===== config.mk =====
export PLATFORM = sky130hd
export DESIGN_NAME = tx_rx_relay_sequencer
export DESIGN_NICKNAME = d
export VERILOG_FILES = /design/src/trs_pkg.sv /design/src/trs_ucode.sv /design/src/trs_datapath.sv /design/src/tx_rx_relay_sequencer.sv
export VERILOG_INCLUDE_DIRS = /design/src /design/src/src
export SDC_FILE = /design/constraint.sdc
export NUM_CORES = 1
export LEC_CHECK = 0
export BUFFER_PORTS_ARGS = -buffer_cell sky130_fd_sc_hd__buf_2
export CORE_MARGIN = 2
export CORE_UTILIZATION = 39
export DETAILED_ROUTE_END_ITERATION = 7
export RECOVER_POWER = 25
export SYNTH_ARGS = -nofsm -noshare
export SYNTH_HDL_FRONTEND = slang
export SYNTH_SLANG_ARGS = --single-unit
export TNS_END_PERCENT = 20

===== constraint.sdc =====
create_clock -name clk -period 11.4 [get_ports clk]
set_input_delay 0 -clock clk [delete_from_list [all_inputs] [get_ports clk]]
set_output_delay 0 -clock clk [all_outputs]
set_load 0.01 [all_outputs]

===== src/tx_rx_relay_sequencer_defines.svh =====
`ifndef TX_RX_RELAY_SEQUENCER_DEFINES_SVH
`define TX_RX_RELAY_SEQUENCER_DEFINES_SVH

// same-cycle implication
`define TRS_ASSERT_NOW(label, ante, cons, msg) \
  label: assert property (@(posedge clk) disable iff (!rst_n) (ante) |-> (cons)) \
    else $error(msg);

// next-cycle implication
`define TRS_ASSERT_NEXT(label, ante, cons, msg) \
  label: assert property (@(posedge clk) disable iff (!rst_n) (ante) |=> (cons)) \
    else $error(msg);

`endif


===== src/trs_pkg.sv =====
package trs_pkg;

  localparam int unsigned MAX_STEPS = 4;
  localparam int unsigned RES_CAP   = 2 * MAX_STEPS + 1;
  localparam int unsigned CNT_W     = $clog2(RES_CAP + 1);
  localparam int unsigned IDX_W     = $clog2(RES_CAP);

  localparam logic [2:0] ACT_TICK     = 3'd0;
  localparam logic [2:0] ACT_PTT_ON   = 3'd1;
  localparam logic [2:0] ACT_PTT_OFF  = 3'd2;
  localparam logic [2:0] ACT_FAULT    = 3'd3;
  localparam logic [2:0] ACT_CLEAR    = 3'd4;

  localparam logic [2:0] MODE_RX      = 3'd0;
  localparam logic [2:0] MODE_SEQ_TX  = 3'd1;
  localparam logic [2:0] MODE_TX      = 3'd2;
  localparam logic [2:0] MODE_SEQ_RX  = 3'd3;
  localparam logic [2:0] MODE_FAULT   = 3'd4;

  localparam logic [2:0] FAULT_NONE   = 3'd0;
  localparam logic [2:0] FAULT_EMERG  = 3'd4;

  localparam logic [2:0] REG_PA_RELAY = 3'd0;
  localparam logic [2:0] REG_TX_LOW   = 3'd1;
  localparam logic [2:0] REG_TX_HIGH  = 3'd2;
  localparam logic [2:0] REG_RX_LOW   = 3'd3;
  localparam logic [2:0] REG_RX_HIGH  = 3'd4;
  localparam logic [2:0] REG_TX_COUNT = 3'd5;
  localparam logic [2:0] REG_RX_COUNT = 3'd6;

  localparam logic [2:0] UPC_FETCH    = 3'd0;
  localparam logic [2:0] UPC_DECODE   = 3'd1;
  localparam logic [2:0] UPC_ADV_TEST = 3'd2;
  localparam logic [2:0] UPC_ADV_STEP = 3'd3;
  localparam logic [2:0] UPC_EMIT     = 3'd7;

  typedef enum logic [3:0] {
    RUN_IDLE = 4'b0001,
    RUN_TX   = 4'b0010,
    RUN_RX   = 4'b0100,
    RUN_SAFE = 4'b1000
  } run_t;

  typedef enum logic [1:0] {
    UOP_NONE    = 2'd0,
    UOP_DECODE  = 2'd1,
    UOP_ADVANCE = 2'd2,
    UOP_EMIT    = 2'd3
  } uop_t;

  typedef enum logic [2:0] {
    COND_NEVER     = 3'd0,
    COND_ALWAYS    = 3'd1,
    COND_NO_ITEM   = 3'd2,
    COND_ADV_DONE  = 3'd3,
    COND_EMIT_MORE = 3'd4
  } cond_t;

  typedef struct packed {
    uop_t       op;
    cond_t      cond;
    logic [2:0] target;
  } uword_t;

  typedef struct packed {
    uop_t op;
    logic accept;
  } trs_ctrl_t;

  typedef struct packed {
    logic adv_done;
    logic emit_more;
  } trs_stat_t;

  typedef struct packed {
    logic [2:0] action;
    logic [2:0] fault_kind;
    logic       ptt_level;
  } trs_in_t;

  typedef struct packed {
    logic       relay_valid;
    logic [3:0] relay_num;
    logic       relay_on;
    logic [2:0] mode;
    logic [2:0] latched_fault;
    logic       clear_rejected;
    logic       last;
  } trs_out_t;

endpackage


===== src/trs_ucode.sv =====
module trs_ucode
  import trs_pkg::*;
(
  input  logic      clk,
  input  logic      rst_n,
  input  logic      in_valid,
  input  trs_stat_t stat,
  output trs_ctrl_t ctrl,
  output logic      in_stall
);

  logic [2:0] pc_r, pc_nxt;
  uword_t     uw;
  logic       taken;

  // EMIT sits at the top address so its fall-through wraps to FETCH
  function automatic uword_t rom(input logic [2:0] a);
    uword_t w;
    w = '{op: UOP_NONE, cond: COND_ALWAYS, target: UPC_FETCH};
    unique case (a)
      UPC_FETCH:    w = '{op: UOP_NONE,    cond: COND_NO_ITEM,   target: UPC_FETCH};
      UPC_DECODE:   w = '{op: UOP_DECODE,  cond: COND_NEVER,     target: UPC_FETCH};
      UPC_ADV_TEST: w = '{op: UOP_NONE,    cond: COND_ADV_DONE,  target: UPC_EMIT};
      UPC_ADV_STEP: w = '{op: UOP_ADVANCE, cond: COND_ALWAYS,    target: UPC_ADV_TEST};
      UPC_EMIT:     w = '{op: UOP_EMIT,    cond: COND_EMIT_MORE, target: UPC_EMIT};
      default:      w = '{op: UOP_NONE,    cond: COND_ALWAYS,    target: UPC_FETCH};
    endcase
    return w;
  endfunction

  assign uw = rom(pc_r);

  always_comb begin
    unique case (uw.cond)
      COND_NEVER:     taken = 1'b0;
      COND_ALWAYS:    taken = 1'b1;
      COND_NO_ITEM:   taken = !in_valid;
      COND_ADV_DONE:  taken = stat.adv_done;
      COND_EMIT_MORE: taken = stat.emit_more;
      default:        taken = 1'b1;
    endcase
  end

  assign pc_nxt      = taken ? uw.target : pc_r + 3'd1;
  assign in_stall    = (pc_r != UPC_FETCH);
  assign ctrl.op     = uw.op;
  assign ctrl.accept = (pc_r == UPC_FETCH) && in_valid;

  always_ff @(posedge clk) begin
    if (!rst_n) begin
      pc_r <= UPC_FETCH;
    end else begin
      pc_r <= pc_nxt;
    end
  end

endmodule


===== src/trs_datapath.sv =====
module trs_datapath
  import trs_pkg::*;
(
  input  logic        clk,
  input  logic        rst_n,
  input  trs_ctrl_t   ctrl,
  input  trs_in_t     in_data,
  input  logic        cfg_we,
  input  logic [2:0]  cfg_index,
  input  logic [63:0] cfg_data,
  input  logic        out_stall,
  output logic        out_valid,
  output trs_out_t    out_data,
  output trs_stat_t   stat
);

  `include "tx_rx_relay_sequencer_defines.svh"

  // configuration
  logic [3:0]  pa_relay_r;
  logic [63:0] tx_lo_r, tx_hi_r, rx_lo_r, rx_hi_r;
  logic [2:0]  tx_cnt_r, rx_cnt_r;

  // sequencer state
  logic [2:0]  mode_r, mode_nxt;
  logic [2:0]  fault_r, fault_nxt;
  run_t        run_r, run_nxt;
  logic [2:0]  step_r, step_nxt;
  logic [15:0] delay_r, delay_nxt;
  logic [2:0]  pend_r, pend_nxt;
  logic        rej_r, rej_nxt;

  // latched item
  logic [2:0]  act_r;
  logic [2:0]  code_r;
  logic        ptt_r;
  logic [2:0]  code_fix;

  // write buffer
  logic [4:0]       wbuf_r [RES_CAP];
  logic [CNT_W-1:0] wcnt_r, wcnt_nxt, wbase;
  logic [CNT_W-1:0] rd_r;
  logic             wr_en;
  logic [3:0]       wr_id;
  logic             wr_on;

  // output register
  logic       out_valid_r;
  trs_out_t   out_r;
  logic       out_free, emit_last;
  logic [CNT_W-1:0] n_words;

  logic        idle, is_tx;
  logic [2:0]  used;
  logic [63:0] tbl_reg;
  logic [31:0] sw;

  function automatic logic [2:0] sat_steps(input logic [2:0] c);
    return (c > 3'(MAX_STEPS)) ? 3'(MAX_STEPS) : c;
  endfunction

  // configuration writes
  always_ff @(posedge clk) begin
    if (!rst_n) begin
      pa_relay_r <= '0;
      tx_lo_r    <= '0;
      tx_hi_r    <= '0;
      rx_lo_r    <= '0;
      rx_hi_r    <= '0;
      tx_cnt_r   <= '0;
      rx_cnt_r   <= '0;
    end else if (cfg_we) begin
      unique case (cfg_index)
        REG_PA_RELAY: pa_relay_r <= cfg_data[3:0];
        REG_TX_LOW:   tx_lo_r    <= cfg_data;
        REG_TX_HIGH:  tx_hi_r    <= cfg_data;
        REG_RX_LOW:   rx_lo_r    <= cfg_data;
        REG_RX_HIGH:  rx_hi_r    <= cfg_data;
        REG_TX_COUNT: tx_cnt_r   <= cfg_data[2:0];
        REG_RX_COUNT: rx_cnt_r   <= cfg_data[2:0];
        default: ;
      endcase
    end
  end

  assign code_fix = (in_data.fault_kind == 3'd0 || in_data.fault_kind > FAULT_EMERG)
                    ? FAULT_EMERG : in_data.fault_kind;

  always_ff @(posedge clk) begin
    if (ctrl.accept) begin
      act_r  <= in_data.action;
      code_r <= code_fix;
      ptt_r  <= in_data.ptt_level;
    end
  end

  assign idle    = (run_r == RUN_IDLE);
  assign is_tx   = (run_r == RUN_TX);
  assign used    = sat_steps(is_tx ? tx_cnt_r : rx_cnt_r);
  assign tbl_reg = is_tx ? (step_r[1] ? tx_hi_r : tx_lo_r)
                         : (step_r[1] ? rx_hi_r : rx_lo_r);
  assign sw      = step_r[0] ? tbl_reg[63:32] : tbl_reg[31:0];

  always_comb begin
    mode_nxt  = mode_r;
    fault_nxt = fault_r;
    run_nxt   = run_r;
    step_nxt  = step_r;
    delay_nxt = delay_r;
    pend_nxt  = pend_r;
    rej_nxt   = rej_r;
    wr_en     = 1'b0;
    wr_id     = pa_relay_r;
    wr_on     = 1'b0;
    wbase     = wcnt_r;
    unique case (ctrl.op)
      UOP_DECODE: begin
        wbase   = '0;
        rej_nxt = 1'b0;
        unique case (act_r)
          ACT_TICK: begin
            if (!idle && delay_r != '0) begin
              delay_nxt = delay_r - 16'd1;
            end
          end
          ACT_PTT_ON: begin
            if (idle && mode_r == MODE_RX) begin
              run_nxt   = RUN_TX;
              step_nxt  = '0;
              delay_nxt = '0;
              mode_nxt  = MODE_SEQ_TX;
            end
          end
          ACT_PTT_OFF: begin
            if (idle && mode_r == MODE_TX) begin
              run_nxt   = RUN_RX;
              step_nxt  = '0;
              delay_nxt = '0;
              mode_nxt  = MODE_SEQ_RX;
            end
          end
          ACT_FAULT: begin
            if (idle) begin
              if (mode_r != MODE_FAULT) begin
                pend_nxt  = code_r;
                wr_en     = 1'b1;
                run_nxt   = RUN_SAFE;
                step_nxt  = '0;
                delay_nxt = '0;
              end
            end else if (run_r != RUN_SAFE && pend_r == FAULT_NONE) begin
              pend_nxt = code_r;
            end
          end
          ACT_CLEAR: begin
            if (idle && mode_r == MODE_FAULT) begin
              pend_nxt  = FAULT_NONE;
              run_nxt   = RUN_SAFE;
              step_nxt  = '0;
              delay_nxt = '0;
            end else begin
              rej_nxt = 1'b1;
            end
          end
          default: ;
        endcase
      end
      UOP_ADVANCE: begin
        if ((run_r == RUN_TX || run_r == RUN_RX) && pend_r != FAULT_NONE) begin
          // pending fault at a step boundary: PA off, then safe RX run
          wr_en     = 1'b1;
          run_nxt   = RUN_SAFE;
          step_nxt  = '0;
          delay_nxt = '0;
        end else if (step_r < used) begin
          wr_en     = 1'b1;
          wr_id     = sw[3:0];
          wr_on     = sw[4];
          delay_nxt = sw[31:16];
          step_nxt  = step_r + 3'd1;
        end else begin
          step_nxt = '0;
          priority case (1'b1)
            run_r == RUN_TX: begin
              if (ptt_r) begin
                mode_nxt = MODE_TX;
                run_nxt  = RUN_IDLE;
              end else begin
                run_nxt   = RUN_RX;
                delay_nxt = '0;
                mode_nxt  = MODE_SEQ_RX;
              end
            end
            run_r == RUN_RX: begin
              if (!ptt_r) begin
                mode_nxt = MODE_RX;
                run_nxt  = RUN_IDLE;
              end else begin
                run_nxt   = RUN_TX;
                delay_nxt = '0;
                mode_nxt  = MODE_SEQ_TX;
              end
            end
            default: begin
              if (pend_r != FAULT_NONE) begin
                fault_nxt = pend_r;
                mode_nxt  = MODE_FAULT;
              end else begin
                fault_nxt = FAULT_NONE;
                mode_nxt  = MODE_RX;
              end
              pend_nxt = FAULT_NONE;
              run_nxt  = RUN_IDLE;
            end
          endcase
        end
      end
      default: ;
    endcase
    wcnt_nxt = wbase;
    if (wr_en && wbase < CNT_W'(RES_CAP)) begin
      wcnt_nxt = wbase + CNT_W'(1);
    end
  end

  always_ff @(posedge clk) begin
    if (!rst_n) begin
      mode_r  <= MODE_RX;
      fault_r <= FAULT_NONE;
      run_r   <= RUN_IDLE;
      step_r  <= '0;
      delay_r <= '0;
      pend_r  <= FAULT_NONE;
      rej_r   <= 1'b0;
      wcnt_r  <= '0;
    end else begin
      mode_r  <= mode_nxt;
      fault_r <= fault_nxt;
      run_r   <= run_nxt;
      step_r  <= step_nxt;
      delay_r <= delay_nxt;
      pend_r  <= pend_nxt;
      rej_r   <= rej_nxt;
      wcnt_r  <= wcnt_nxt;
    end
  end

  always_ff @(posedge clk) begin
    if (wr_en && wbase < CNT_W'(RES_CAP)) begin
      wbuf_r[wbase[IDX_W-1:0]] <= {wr_id, wr_on};
    end
  end

  // result words
  assign n_words   = (wcnt_r == '0) ? CNT_W'(1) : wcnt_r;
  assign emit_last = (rd_r + CNT_W'(1) == n_words);
  assign out_free  = !out_valid_r || !out_stall;

  always_ff @(posedge clk) begin
    if (!rst_n) begin
      out_valid_r <= 1'b0;
      rd_r        <= '0;
    end else begin
      if (ctrl.op == UOP_DECODE) begin
        rd_r <= '0;
      end else if (ctrl.op == UOP_EMIT && out_free) begin
        rd_r <= rd_r + CNT_W'(1);
      end
      if (ctrl.op == UOP_EMIT && out_free) begin
        out_valid_r <= 1'b1;
      end else if (!out_stall) begin
        out_valid_r <= 1'b0;
      end
    end
  end

  always_ff @(posedge clk) begin
    if (ctrl.op == UOP_EMIT && out_free) begin
      out_r.relay_valid    <= (wcnt_r != '0);
      out_r.relay_num      <= (wcnt_r != '0) ? wbuf_r[rd_r[IDX_W-1:0]][4:1] : 4'd0;
      out_r.relay_on       <= (wcnt_r != '0) ? wbuf_r[rd_r[IDX_W-1:0]][0] : 1'b0;
      out_r.mode           <= mode_r;
      out_r.latched_fault  <= fault_r;
      out_r.clear_rejected <= rej_r;
      out_r.last           <= emit_last;
    end
  end

  assign out_valid      = out_valid_r;
  assign out_data       = out_r;
  assign stat.adv_done  = idle || (delay_r != '0);
  assign stat.emit_more = !(out_free && emit_last);

  `TRS_ASSERT_NOW(a_wait_between_items, ctrl.accept && run_r != RUN_IDLE, delay_r != '0,
                  "active run accepted an item without a pending delay")
  `TRS_ASSERT_NOW(a_fault_mode_match, run_r == RUN_IDLE,
                  (mode_r == MODE_FAULT) == (fault_r != FAULT_NONE),
                  "fault mode and latched fault disagree")
  `TRS_ASSERT_NOW(a_run_mode_match, run_r == RUN_TX || run_r == RUN_RX,
                  (run_r == RUN_TX) ? (mode_r == MODE_SEQ_TX) : (mode_r == MODE_SEQ_RX),
                  "sequencing mode does not match the run")
  `TRS_ASSERT_NEXT(a_decode_resets_read, ctrl.op == UOP_DECODE, rd_r == '0,
                   "read pointer not rewound at decode")

endmodule


===== src/tx_rx_relay_sequencer.sv =====
// TX/RX relay sequencer for a PTT-keyed amplifier.
// Input channel (in_valid/in_stall/in_data): one word per millisecond tick or
// event (PTT assert/release, fault, fault clear), with the live PTT level.
// Result channel (out_valid/out_stall/out_data): one word per relay write the
// item causes, in order, or a single status word with relay_valid low; the
// final word of an item has last set. Mode and latched fault show the state
// after the whole item.
// Config port (cfg_valid/cfg_ready/cfg_index/cfg_data): always ready; write
// only while no item is in flight.
// Timing: a microcoded sequencer handles one item at a time. An item produces
// 1 to 9 words; each relay step runs through the ADV_STEP and then the
// ADV_TEST microcode step. The next item is accepted once the last word is
// in the output register.
// A stalled receiver holds the output register and freezes the sequencer in
// its emit step.
// Reset: mode RX, no fault, no run, all config registers zero.
module tx_rx_relay_sequencer
  import trs_pkg::*;
(
  input  logic        clk,
  input  logic        rst_n,
  input  logic        in_valid,
  output logic        in_stall,
  input  trs_in_t     in_data,
  output logic        out_valid,
  input  logic        out_stall,
  output trs_out_t    out_data,
  input  logic        cfg_valid,
  output logic        cfg_ready,
  input  logic [2:0]  cfg_index,
  input  logic [63:0] cfg_data
);

  trs_ctrl_t ctrl;
  trs_stat_t stat;

  assign cfg_ready = 1'b1;

  trs_ucode u_ucode (
    .clk      (clk),
    .rst_n    (rst_n),
    .in_valid (in_valid),
    .stat     (stat),
    .ctrl     (ctrl),
    .in_stall (in_stall)
  );

  trs_datapath u_datapath (
    .clk       (clk),
    .rst_n     (rst_n),
    .ctrl      (ctrl),
    .in_data   (in_data),
    .cfg_we    (cfg_valid && cfg_ready),
    .cfg_index (cfg_index),
    .cfg_data  (cfg_data),
    .out_stall (out_stall),
    .out_valid (out_valid),
    .out_data  (out_data),
    .stat      (stat)
  );

endmodule

# == Word-level counts from Yosys, hierarchy flattened ==
# Memories as Yosys holds them, arrays and structs flattened. A register that Yosys moved wholly into a read port is not among the register bits.
# Index checks and enable logic that the tools add are counted.
# totals
regBits,327
mem_bits_rw,45
input_bits,79
out_inout_bits,17
elab_cells,224
n_memories,1
# classes
n_addsub,5
n_lt_le_gt_ge,4
n_eq_ne,49
muxes,87
n_bitwise,5
reduce_logical,47
# mem_list
memory,words,width,rd,rd_clocked_by_memory_dff,write_ports,line,rtl
u_datapath.wbuf_r,9,5,1,1,1,trs_datapath.sv:40,logic [4:0] wbuf_r [RES_CAP];
# ops
operator,count
$mux W16,12
$mux W64,3
$pmux W16 S5,1
$mux W3,26
$mux W4,15
$pmux W8 S5,1
$mux W32,1
$pmux W16 S2,1
$pmux W3 S2,5
$eq A3 B2 Y1 const B,9
$eq A3 B3 Y1 const B,7
$logic_not A3 Y1,7
$ne A3 B2 Y1 const B,7
$mux W1,16
$pmux W4 S4,1
$reduce_bool A16 Y1,1
$sub A16 B1 Y16 const B,1
$reduce_and A2 Y1,7
$pmux W3 S4,1
$reduce_and A11 Y1,1
$logic_and A1 B1 Y1,10
$ne A5 B1 Y1 const B,2
$ne A5 B5 Y1 const B,2
$eq A3 B1 Y1 const B,3
other kinds (34),57

# == Logic depth before layout (Yosys ltp) ==
# logic_depth
depth_word,11
ltp_mapped,15
ltp_nobuf,12

# == Hierarchy ==
# A second synthesis with hierarchy kept.
# hier_totals
hier_cells,1383
hier_area_um2,13155.1
# by_module_without_submodules
module,instances,cells_each,area_each_um2,seq_area_each_um2
trs_datapath,1,1337,12777.3,6386.1
trs_ucode,1,44,366.6,60.1
tx_rx_relay_sequencer,1,2,11.3,0.0

# == Worst setup path before layout ==
# No wires, ideal clock.
# synth_path
path_type,reg2reg
startpoint,register u_datapath.run_r[2]
endpoint,memory u_datapath.wbuf_r[0][1] (data pin)
setup_time_ps,276
arrival_ps,3399
t_required_ps,11124
path_slack_ps,7725
path_stages_with_launch,13
n_path_buf,5
synth_period_minus_slack_ps,3675
cell_sequence,dfxtp_1 buf_6 nor4b_2 buf_2 buf_2 mux2i_1 ha_1 a21oi_1 o311a_1 o21ai_0 clkbuf_1 buf_2 o21ai_0
# synth_via
elab_chain_cells,8
word_cells_on_any_way,13
cone_classes,order compare (2); eq/ne (2); mux (7); reduce/logical (2)
# synth_lines
item,line,rtl
"start, declared",trs_datapath.sv:27,"run_t run_r, run_nxt;"
"start signal, assigned",trs_datapath.sv:239,run_r <= run_nxt;
$eq A4 B2 Y1,"trs_datapath.sv:98, trs_datapath.sv:169",
$mux W3,trs_datapath.sv:99,assign used = sat_steps(is_tx ? tx_cnt_r : rx_cnt_r);
$gt A3 B3 Y1,trs_datapath.sv:59,return (c > 3'(MAX_STEPS)) ? 3'(MAX_STEPS) : c;
$mux W3,trs_datapath.sv:59,
$lt A3 B3 Y1,trs_datapath.sv:175,end else if (step_r < used) begin
$mux W4,trs_datapath.sv:175,
$mux W4 *,trs_datapath.sv:169,if ((run_r == RUN_TX || run_r == RUN_RX) && pend_r != FAULT_NONE) begin
$mux W4 *,trs_datapath.sv:116,unique case (ctrl.op)
via u_datapath.wr_id[0],trs_datapath.sv:44,logic [3:0] wr_id;
"end, declared",trs_datapath.sv:40,
# Mark *: on every way through the listed nets, which the timed path passes. The rest lies on a longest branch.

==> impl_metrics.csv <==
group,metric,value,unit
worst_setup_path,rrSetupSlack,7.58,ns
worst_setup_path,path_cells,"dlygate4sd3_1 > clkbuf_1 > clkinvlp_2 > buf_4 > a2111o_1 > o21ai_0",
routing,drc,0,
worst_setup_path,crit_slowest_cell,"clkinvlp_2",
routing,firstDrtPassIters,5,
floorplanning,core,0.0326,mm2
grt,grt_max_degree,107,
worst_setup_path,reg2reg_depth,8,
worst_setup_path,slowest_delay,3.36,ns
placed_design,portBuffers,72,
sta,post-route-min-period,6.63,ns
routing,vias,10634,
floorplanning,dieArea,0.0347,mm2
power_and_ir_drop,combPwrFrac,20.1,%
sta,rsz0062_at_grt,"no",
power_and_ir_drop,power,2.84,mW
outcome,outcome,"complete, but fails checks",
worst_setup_path,worst_r2r_endpoint,"u_datapath.wbuf_r[2][3]",
job,cap_violations,2,
clock_tree,htree_levels,2,
cells_and_area,layoutNonFillerInstCount,1986,
synth,synthTopCellsByArea,"dfxtp_1 34%, edfxtp_1 15%, nand2_1 11%",
clock_tree,clock_latency,0.52,ns
cells_and_area,regArea,0.00645,mm2
power_and_ir_drop,p_sw_share,29.2,%
sta,slew_viol_final,132,
synth,synthArstFlopShare,0,%
sta,finalHoldViolations,0,
power_and_ir_drop,power_leakage,5.27,nW
power_and_ir_drop,power.switching,0.830,mW
routing,via_per_inst,5.35,
cells_and_area,fill_cells,3090,
cells_and_area,final_util,46.8,%
grt,grt_pass1_vias,10155,
synth,synth_nets,1541,
power_and_ir_drop,clockPowerShare,39.0,%
sta,fin_crit_sh,58.2,%
sta,slew_headroom,-128,%
worst_setup_path,crit_start,"rst_n",
grt,track_usage,19.5,%
clock_tree,cts_buffers,34,
power_and_ir_drop,intPower,2.01,mW
routing,drt_first_iter_violations,837,
synth,avgSynthCellArea,8.98,um2
synth,synth-seq-area-share,49.8,%
placed_design,place_congestion,0.793,
cells_and_area,synthToLayoutAreaGrowth,17.8,%
worst_setup_path,crit_path_end_kind,"flip-flop",
power_and_ir_drop,vdd.ir_drop.worst,90.2,uV
sta,fmax,0.151,GHz
cells_and_area,nNetsFinal,1616,
hold_path,whs_path_depth,4,
sta,setup-tns-final,0,ns
floorplanning,die_w,186,um
synth,yosysTopAreaCell,"dfxtp_1",
sta,finClkSkew,0.0218,ns
cells_and_area,final_common_cell,"nand2_1",
clock_tree,clk_transition_reported_paths,0.06,ns
floorplanning,die_h,186,um
cells_and_area,drive_gt1_share,11.4,%
placed_design,dpl.cell_count,1870,
synth,synth_cell_types,80,
floorplanning,start_util,39.7,%
routing,postRouteAntennaNets,0,
worst_setup_path,crit_fanout,106,
synth,syn_area,0.0129,mm2
placed_design,place_hpwl,20.5,mm
clock_tree,cts_buffer_depth,3,
power_and_ir_drop,power_density,186,mW/mm2
grt,overflow,0,
synth,ys_seq_elements,289,
clock_tree,cts_resized,0,
grt,grt_pass1_wl,54.2,mm
routing,wire_per_inst,17.2,um
synth,synth_edf_count,66,
hold_path,hold_end,"u_datapath.rx_cnt_r[1]",
clock_tree,cts_sinks,289,
placed_design,pre_cts_slack,7.50,ns
worst_setup_path,rr_startpoint,"u_datapath.run_r[1]",
floorplanning,num_io_pins,96,
sta,final.setup.worst_slack,4.77,ns
worst_setup_path,crit_path_start_kind,"input pin",
worst_setup_path,crit_required,11.84,ns
synth,synth-main-ff-cell,"dfxtp_1",
hold_path,hp-start,"cfg_index[1]",
synth,yosysTopAreaCellShare,34.5,%
outcome,violations,"max-capacitance violations, max-slew violations",
power_and_ir_drop,p_seq_share,40.9,%
hold_path,hold_class,"in -> reg",
sta,setup_viol,0,
grt,antenna_found_initial,1,
clock_tree,cts_root_buf,"clkbuf_16",
worst_setup_path,critical_path_class,"in -> reg",
synth,yosys_warnings,0,
routing,wirelength,34.1,mm
worst_setup_path,arrival,7.08,ns
clock_tree,cts_tree,"built",
floorplanning,fp-row-count,66,
cells_and_area,multi_input_area,0.00606,mm2
cells_and_area,final_cell_mix,"388 x nand2_1, 223 x dfxtp_1, 201 x a21oi_1",
sta,max_slew.worst_pin.slew,3.40,ns
synth,syn-instance-count,1442,
[worst max-delay path: cells and delay by family]
family                 cells  cell delay (ns)
buffers and inverters      4             6.43
AOI/OAI and AO/OA          2             0.58
[sequential cells by signal (all words and copies together), names as in the netlist, 14 cells and up]
name	flops
u_datapath.tx_lo_r	42
u_datapath.rx_hi_r	42
u_datapath.rx_lo_r	42
u_datapath.out_data	14
u_datapath.delay_r	16
u_datapath.wbuf_r	45
u_datapath.tx_hi_r	42
[power groups by stage]
stage | sequential (mW) | combinational, mW | clock (mW)
6_report | 1.16 | 0.572 | 1.11
2_1_floorplan | 1.16 | 0.434 | 0
3_3_place_gp | 1.18 | 0.540 | 0
3_5_place_dp | 1.18 | 0.550 | 0
4_1_cts | 1.16 | 0.567 | 1.13
5_1_grt | 1.17 | 0.637 | 1.17
[per-layer routing]
layer / global-route usage, % / vias up / wire (um)
met5: 0 / - / 0
met4: 4.82 / 0 / 552
met3: 3.43 / 44 / 2000
met2: 32.3 / 295 / 15700
met1: 26.7 / 5066 / 15900
li1: - / 5229 / -
[how the worst max path moves through the flow]
stage	to	slack [ns]	cells past startpoint
6_report	u_datapath.delay_r[7]	4.77	6
5_1_grt	u_datapath.delay_r[7]	4.21	6
4_1_cts	u_datapath.wbuf_r[2][3]	7.50	8
3_5_place_dp	u_datapath.wbuf_r[8][3]	7.50	8
3_3_place_gp	u_datapath.wbuf_r[0][3]	7.69	8
2_1_floorplan	u_datapath.wbuf_r[0][1]	7.72	12
[cell type report]
class | instances | area share, %
Sequential cell | 289 | 42.3
Multi-Input combinational cell | 1037 | 39.8
Clock buffer | 54 | 6.67
Timing Repair Buffer | 139 | 6.39
Tap cell | 442 | 3.63
Clock inverter | 8 | 0.861
Inverter | 16 | 0.402
Antenna cell | 1 | 0.0164
[cell usage after synthesis (4+ instances only)]
master    number
a211oi_1       9
a21oi_1      201
a31o_2         5
a31oi_1        8
and2_1         7
and3_1         5
buf_1          8
buf_2          5
buf_6          4
clkbuf_1      82
dfxtp_1      223
edfxtp_1      66
ha_1          20
inv_1         16
mux2_2         7
mux2i_1       39
mux4_2        22
nand2_1      388
nand2b_1      11
nand3_1       16
nand4_1        6
nor2_1        67
nor2b_1        9
nor3_1        36
nor3b_1        5
o211a_1        4
o21a_1         5
o21ai_0       27
o221ai_1       6
o22ai_1       41
o31ai_1        6
o32ai_1        4
or2_2          4
or3_1          6
xnor2_1       10
xor2_1         5
[per-stage QoR]
stage,cell area [um2],hold WS [ns]
after global placement,13600,0.181
after detailed placement,13600,0.178
final,15300,0.0143
after CTS,15300,0.00845
after global routing,15300,0.0446
after floorplan,12900,0.0989
[kinds of logic (layout without fill, tap and decap cells)]
kind of cell / Yosys count / count (layout) / share of synthesized area [%]
simple gates: 582 / 582 / 19.6
compound gates: 348 / 348 / 16.1
flops: 289 / 289 / 49.8
buf+inv: 116 / 217 / 3.67
mux: 69 / 69 / 7.57
fa+ha+maj: 20 / 20 / 1.93
xor+xnor: 17 / 17 / 1.31
other cells: 1 / 2 / 0.0290
[repair_timing]
item | in CTS | in global routing
buffers inserted | 0 | 0
hold buffers | 53 | 0
endpoints found under the hold margin | 187 | 0
No activity file was read; power rests on OpenSTA's default activity.
